**config.mk**
```make
export PLATFORM = sky130hd
export DESIGN_NAME = slie_front
export DESIGN_NICKNAME = d
export VERILOG_FILES = /design/src/rtl/slie_pkg.sv /design/src/rtl/slie_front.sv
export SDC_FILE = /design/constraint.sdc
export NUM_CORES = 1
export LEC_CHECK = 0
export BUFFER_PORTS_ARGS = -buffer_cell sky130_fd_sc_hd__buf_2
export CAP_MARGIN = 15
export CORE_UTILIZATION = 25
export CTS_CLUSTER_SIZE = 8
export DETAILED_ROUTE_END_ITERATION = 12
export GPL_TIMING_DRIVEN = 1
export PLACE_DENSITY = 0.51
export SKIP_LAST_GASP = 1
export SLEW_MARGIN = 20
export SYNTH_ARGS = -nofsm -noshare
export SYNTH_HDL_FRONTEND = slang
export SYNTH_SLANG_ARGS = --single-unit
```
**constraint.sdc**
```tcl
create_clock -name clk -period 6.1 [get_ports clk]
set_clock_uncertainty 0.05 [all_clocks]
set_input_delay 0.915 -clock clk [delete_from_list [all_inputs] [get_ports clk]]
set_output_delay 0.915 -clock clk [all_outputs]
set_load 0.02 [all_outputs]
```
**src/rtl/slie_pkg.sv**
```systemverilog
// Shared types and codes for the straight-line integer evaluator.
// No dependencies.
package slie_pkg;
	localparam logic [1:0] OP_LOAD = 2'd0;
	localparam logic [1:0] OP_EXEC = 2'd1;
	localparam logic [1:0] OP_READ = 2'd2;

	localparam logic [3:0] ALU_ADD  = 4'd0;
	localparam logic [3:0] ALU_SUB  = 4'd1;
	localparam logic [3:0] ALU_MUL  = 4'd2;
	localparam logic [3:0] ALU_UDIV = 4'd3;
	localparam logic [3:0] ALU_SDIV = 4'd4;
	localparam logic [3:0] ALU_AND  = 4'd5;
	localparam logic [3:0] ALU_OR   = 4'd6;
	localparam logic [3:0] ALU_XOR  = 4'd7;
	localparam logic [3:0] ALU_SHL  = 4'd8;
	localparam logic [3:0] ALU_LSHR = 4'd9;
	localparam logic [3:0] ALU_ASHR = 4'd10;
	localparam logic [3:0] ALU_ICMP = 4'd11;

	localparam logic [3:0] CMP_EQ  = 4'd0;
	localparam logic [3:0] CMP_NE  = 4'd1;
	localparam logic [3:0] CMP_ULT = 4'd2;
	localparam logic [3:0] CMP_ULE = 4'd3;
	localparam logic [3:0] CMP_UGT = 4'd4;
	localparam logic [3:0] CMP_UGE = 4'd5;
	localparam logic [3:0] CMP_SLT = 4'd6;
	localparam logic [3:0] CMP_SLE = 4'd7;
	localparam logic [3:0] CMP_SGT = 4'd8;
	localparam logic [3:0] CMP_SGE = 4'd9;

	localparam int SHIFT_BITS = 6;

	// classified request handed from front to back
	typedef struct packed {
		logic [1:0]  op;
		logic [63:0] load_value;
		logic [3:0]  alu_code;
		logic [3:0]  compare_kind;
		logic [6:0]  first_index;
		logic [6:0]  second_index;
		logic [6:0]  result_index;
		logic        multi;  // needs the multicycle unit
	} req_t;
endpackage

```
**src/rtl/slie_front.sv**
```systemverilog
// Front end: accepts requests, classifies them and queues them for the back end.
// Depends on slie_pkg.
module slie_front import slie_pkg::*; (
	input  logic        clk,
	input  logic        arst_n,
	input  logic        valid,
	output logic        ready,
	input  logic [1:0]  op,
	input  logic [63:0] load_value,
	input  logic [3:0]  alu_code,
	input  logic [3:0]  compare_kind,
	input  logic [6:0]  first_index,
	input  logic [6:0]  second_index,
	input  logic [6:0]  result_index,
	output logic        q_valid,
	input  logic        q_pop,
	output req_t        q_head
);
	req_t       fifo_q [2];
	logic       wr_q, rd_q;
	logic [1:0] cnt_q;
	req_t       cls;
	logic       push;

	always_comb begin
		cls.op = op;
		cls.load_value = load_value;
		cls.alu_code = alu_code;
		cls.compare_kind = compare_kind;
		cls.first_index = first_index;
		cls.second_index = second_index;
		cls.result_index = result_index;
		cls.multi = (op == OP_EXEC) &&
			(alu_code == ALU_MUL || alu_code == ALU_UDIV || alu_code == ALU_SDIV);
	end

	assign ready = (cnt_q != 2'd2);
	assign push = valid && ready;
	assign q_valid = (cnt_q != 2'd0);
	assign q_head = fifo_q[rd_q];

	always_ff @(posedge clk) begin
		if (push) fifo_q[wr_q] <= cls;
	end

	always_ff @(posedge clk or negedge arst_n) begin
		if (!arst_n) begin
			wr_q <= 1'b0;
			rd_q <= 1'b0;
			cnt_q <= 2'd0;
		end else begin
			if (push) wr_q <= ~wr_q;
			if (q_pop) rd_q <= ~rd_q;
			cnt_q <= cnt_q + {1'b0, push} - {1'b0, q_pop};
		end
	end

	a_no_pop_empty: assert property (@(posedge clk) disable iff (!arst_n)
		q_pop |-> q_valid) else $error("pop from empty queue");
	a_cnt_range: assert property (@(posedge clk) disable iff (!arst_n)
		cnt_q != 2'd3) else $error("queue count out of range");
	a_full_blocks: assert property (@(posedge clk) disable iff (!arst_n)
		(cnt_q == 2'd2) |-> !ready) else $error("ready while queue full");
endmodule

```
# Yosys cells after proc, flatten, opt, wreduce, memory -nomap -nowiden
# Memory sizes are Yosys's and may differ from the RTL's.
# Index checks and enable logic that the tools add are counted.
[op_classes]
add_sub_neg = 2
eq_ne = 5
mux = 2
bitwise = 2
reduce_logical = 5
[op_table]
columns = ["cell", "count"]
rows = [
  ["$eq A4 B2 Y1 const B", 2],
  ["$eq A4 B3 Y1 const B", 1],
  ["$add A2 B1 Y2", 1],
  ["$eq A2 B1 Y1 const B", 1],
  ["$logic_and A1 B1 Y1", 2],
  ["$logic_or A1 B1 Y1", 2],
  ["$mux W1", 2],
  ["$ne A2 B2 Y1 const B", 1],
  ["$not A1 Y1", 2],
  ["$reduce_bool A2 Y1", 1],
  ["$sub A2 B1 Y2", 1],
]
[word_totals]
regBits = 4
mem_bits_rw = 192
in_bits = 99
out_inout_bits = 98
elab_cells = 20
memories = 1
[mem_list]
columns = ["name", "words", "width", "rd", "rd_clocked_by_memory_dff", "write_ports", "line_no", "rtl"]
rows = [
  ["fifo_q", 2, 96, 1, 0, 1, "slie_front.sv:19", "req_t fifo_q [2];"],
]

# Longest topological paths before layout
[logic_depth]
word_depth = 4
mapped_depth = 5
ltp_nobuf = 5

# Worst setup path after synthesis
# No wires, ideal clock.
[synth_path]
path_kind = "in2reg"
from = "input port valid"
to = "memory fifo_q[0][0] (netlist name), enable pin"
setup_ns = 0.552
t_arrival_ns = 5.025
required_ns = 5.498
setup_slack_ns = 0.474
cell_stages = 2
n_path_buf = 0
cell_sequence = "nand2_1 > nor2_1"
[synth_via]
elab_chain_len = 3
[synth_lines]
columns = ["item", "line_no", "rtl"]
rows = [
  ["start, declared", "slie_front.sv:6", "input logic valid,"],
  ["$logic_and A1 B1 Y1", "slie_front.sv:38", "assign push = valid && ready;"],
  ["$mux W1", "slie_front.sv:43", "if (push) fifo_q[wr_q] <= cls;"],
  ["$mux W1 (not written as such)", "slie_front.sv:43", ""],
  ["end, declared", "slie_front.sv:19", ""],
]
# No other way between the ends.

==> impl_metrics.tcl <==
set metrics [dict create \
    status "complete, no violations" \
    grt_pass1_vias 3835 \
    syn2layout_area_growth_pct 27.1 \
    grt_pass1_wl_mm 21.0 \
    cts_made_buffers 17 \
    grt_max_degree 62 \
    wl_per_cell_um 15.4 \
    start_util_pct 25.4 \
    cts_setup_buffers 0 \
    crit_arrival_ns 2.72 \
    worst_setup_path_end_kind "output pin" \
    dr.pass1.iters 4 \
    reg2reg_depth 5 \
    p_leak_nw 3.45 \
    clk_pin_slew_ns 0.07 \
    setup_tns_ns 0 \
    setup_viol 0 \
    wl_met3_mm 1.24 \
    track_usage_pct 9.73 \
    num_vias 3618 \
    root_buffer "clkbuf_16" \
    die_w_um 172 \
    crit_family "flip-flops" \
    ys_warn_count 0 \
    die_y_um 172 \
    crit_cells 3 \
    worstPathRequired_ns 5.13 \
    coreArea_sq_um 28600 \
    cts_resized 0 \
    slew_violations 0 \
    top_layer "met4" \
    diodes 0 \
    dp.final_hpwl_mm 9.15 \
    cp_slowest_cell "dfrtp_4" \
    peakVddDrop_mv 0.272 \
    layout.nets 627 \
    grt.overflow.total 0 \
    cp_num_buf_inv 2 \
    die_area_sq_um 29700 \
    tightest_slew_ns 0.888 \
    portBuffers 196 \
    gp_congestion 0.706 \
    viasPerCell 3.92 \
    timing.rr.start "cnt_q[0]" \
    period_share_pct 60.4 \
    rsz0062_at_grt "no" \
    max_cap_viol_count 0 \
    fin_area_sq_um 9230 \
    syn-num-nets 419 \
    num_rows 62 \
    drc 0 \
    met2_length_mm 7.09 \
    synthCells 319 \
    worst_setup_path_start_kind "flip-flop" \
    fmax_ghz 0.271 \
    synth_area_per_cell_sq_um 22.8 \
    h-tree-depth 4 \
    clockBufferDepth 2 \
    path_max_fanout 61 \
    cts_tree "done" \
    drive_gt1_share_pct 61.3 \
    m1WireLength_mm 5.73 \
    finalCriticalPeriod_ns 3.68 \
    nFillCells 2793 \
    critical_path_class "flip-flop to output pin" \
    hold_viol_final 0 \
    power.density_nw_per_um2 487 \
    cts.sinks 196 \
    ys_types 19 \
    maxSlewHeadroom_pct 40.8 \
    total_power_mw 4.50 \
    yosysSeqAreaShare_pct 80.7 \
    antenna_found_initial 0 \
    netlist_area_sq_um 7260 \
    synth_seq_cells 196 \
    cp-startpoint "rd_q" \
    dpl-instance-area_sq_um 8690 \
    postRouteAntennaNets 0 \
    drt-initial-drc-count 179 \
    slowest_delay_ns 1.02 \
    clkLatencyLatePin_ns 0.43 \
    min_path_type "primary input to async pin" \
    cts_hold_buf 0 \
    crit_chain "buf_4 -> mux2_2 -> buf_2" \
    io_pins 197 \
    routed_wl_mm 14.2 \
]
-- final timing paths --
kind / end / slack (ns)
setup reg to reg: fifo_q[0][21] / 3.58
hold reg to reg: wr_q / 0.51
max in group asynchronous: rd_q / 5.63
min in group clk: wr_q / 0.51
setup / recovery: q_head[32] / 2.42
hold / removal: cnt_q[1] / 0.23
-- cell usage after synthesis --
| master | n | area, sq um |
|---|---|---|
| a21bo_2 | 1 | 10.0 |
| mux2_2 | 66 | 743 |
| xnor2_1 | 3 | 26.3 |
| buf_2 | 6 | 30.0 |
| or2_2 | 1 | 6.26 |
| dfrtp_1 | 4 | 100 |
| nor2_1 | 2 | 7.51 |
| and3_1 | 1 | 6.26 |
| mux2i_1 | 1 | 10.0 |
| mux2_4 | 30 | 450 |
| nand2b_1 | 1 | 6.26 |
| nor4b_1 | 1 | 8.76 |
| nor3b_1 | 1 | 7.51 |
| edfxtp_1 | 192 | 5770 |
| a21oi_1 | 1 | 5.00 |
| buf_6 | 5 | 56.3 |
| ha_1 | 1 | 12.5 |
| xor2_1 | 1 | 8.76 |
| nand2_1 | 1 | 3.75 |
-- registers in the layout, indices dropped and copies added (netlist names) --
| register | flops |
|---|---|
| wr_q | 1 |
| cnt_q | 2 |
| fifo_q | 192 |
| rd_q | 1 |
-- worst reg2reg max path, stage by stage (launching register included) --
cell and delay, ns:
dfrtp_1 0.38, nand2b_1 0.15, nand2_1 0.15, nor2_4 0.11, buf_4 0.45, buf_4 0.77
-- kinds of logic (layout without fill, tap and decap cells) --
family                     count (synthesis)  after routing  share of synthesized area (%)
muxes                                     97             97                           16.6
DFF                                      196            196                           80.7
xor gates and xnor gates                   4              4                          0.482
AOI/OAI and AO/OA                          2              2                          0.207
buffers and inverters                     11            232                           1.19
and+or+nand+nor                            8              8                          0.637
adders and majority gates                  1              1                          0.172
-- power breakdown --
part | leakage (nW) | switching (mW) | internal (mW)
combinational | 1.34 | 0.843 | 0.605
clock | 0.271 | 0.526 | 0.534
sequential | 1.83 | 0.151 | 1.84
total | 3.45 | 1.52 | 2.98
-- per-layer routing --
metal	vias to the layer above	track usage, %
li1	1691	-
met1	1790	10.7
met2	124	16.5
met3	13	4.26
met4	0	3.69
met5	-	0
-- area by class of cell --
cell class	instances	area, sq um	area share, %
repair buffers	200	1010	11.0
flip-flops and latches	196	5870	63.6
clock inverters	15	120	1.30
multi-input cells	112	1330	14.4
clock buffers	17	425	4.61
well taps	384	480	5.20
-- through the flow --
stage                     hold WS (ns)  worst slack (ns)  cells  util (%)
after floorplan                  0.411             0.474    319         -
after global placement           0.467              2.84    892      30.3
after detailed placement         0.498              2.79    892      30.3
after CTS                        0.194              2.30    924      32.2
after global routing             0.202              2.22    924      32.2
final                            0.230              2.42    924      32.2
-- cell usage in the layout (no fill, tap or decap) --
master     count
xor2_1         1
mux2i_1        1
clkbuf_16     17
buf_2        196
and3_4         1
nor3b_1        1
or2_2          1
xnor2_1        3
a21oi_1        1
nor2_1         1
clkinv_1       2
nor4b_1        1
nand2_1        1
edfxtp_1     192
clkinv_4       4
mux2_2        66
dfrtp_4        1
dfrtp_1        3
nand2b_1       1
inv_8          1
mux2_4        30
nor2_4         1
buf_4          4
clkinv_2       1
a21bo_2        1
ha_1           1
inv_6          7
Power figures use the tool's default switching activity.
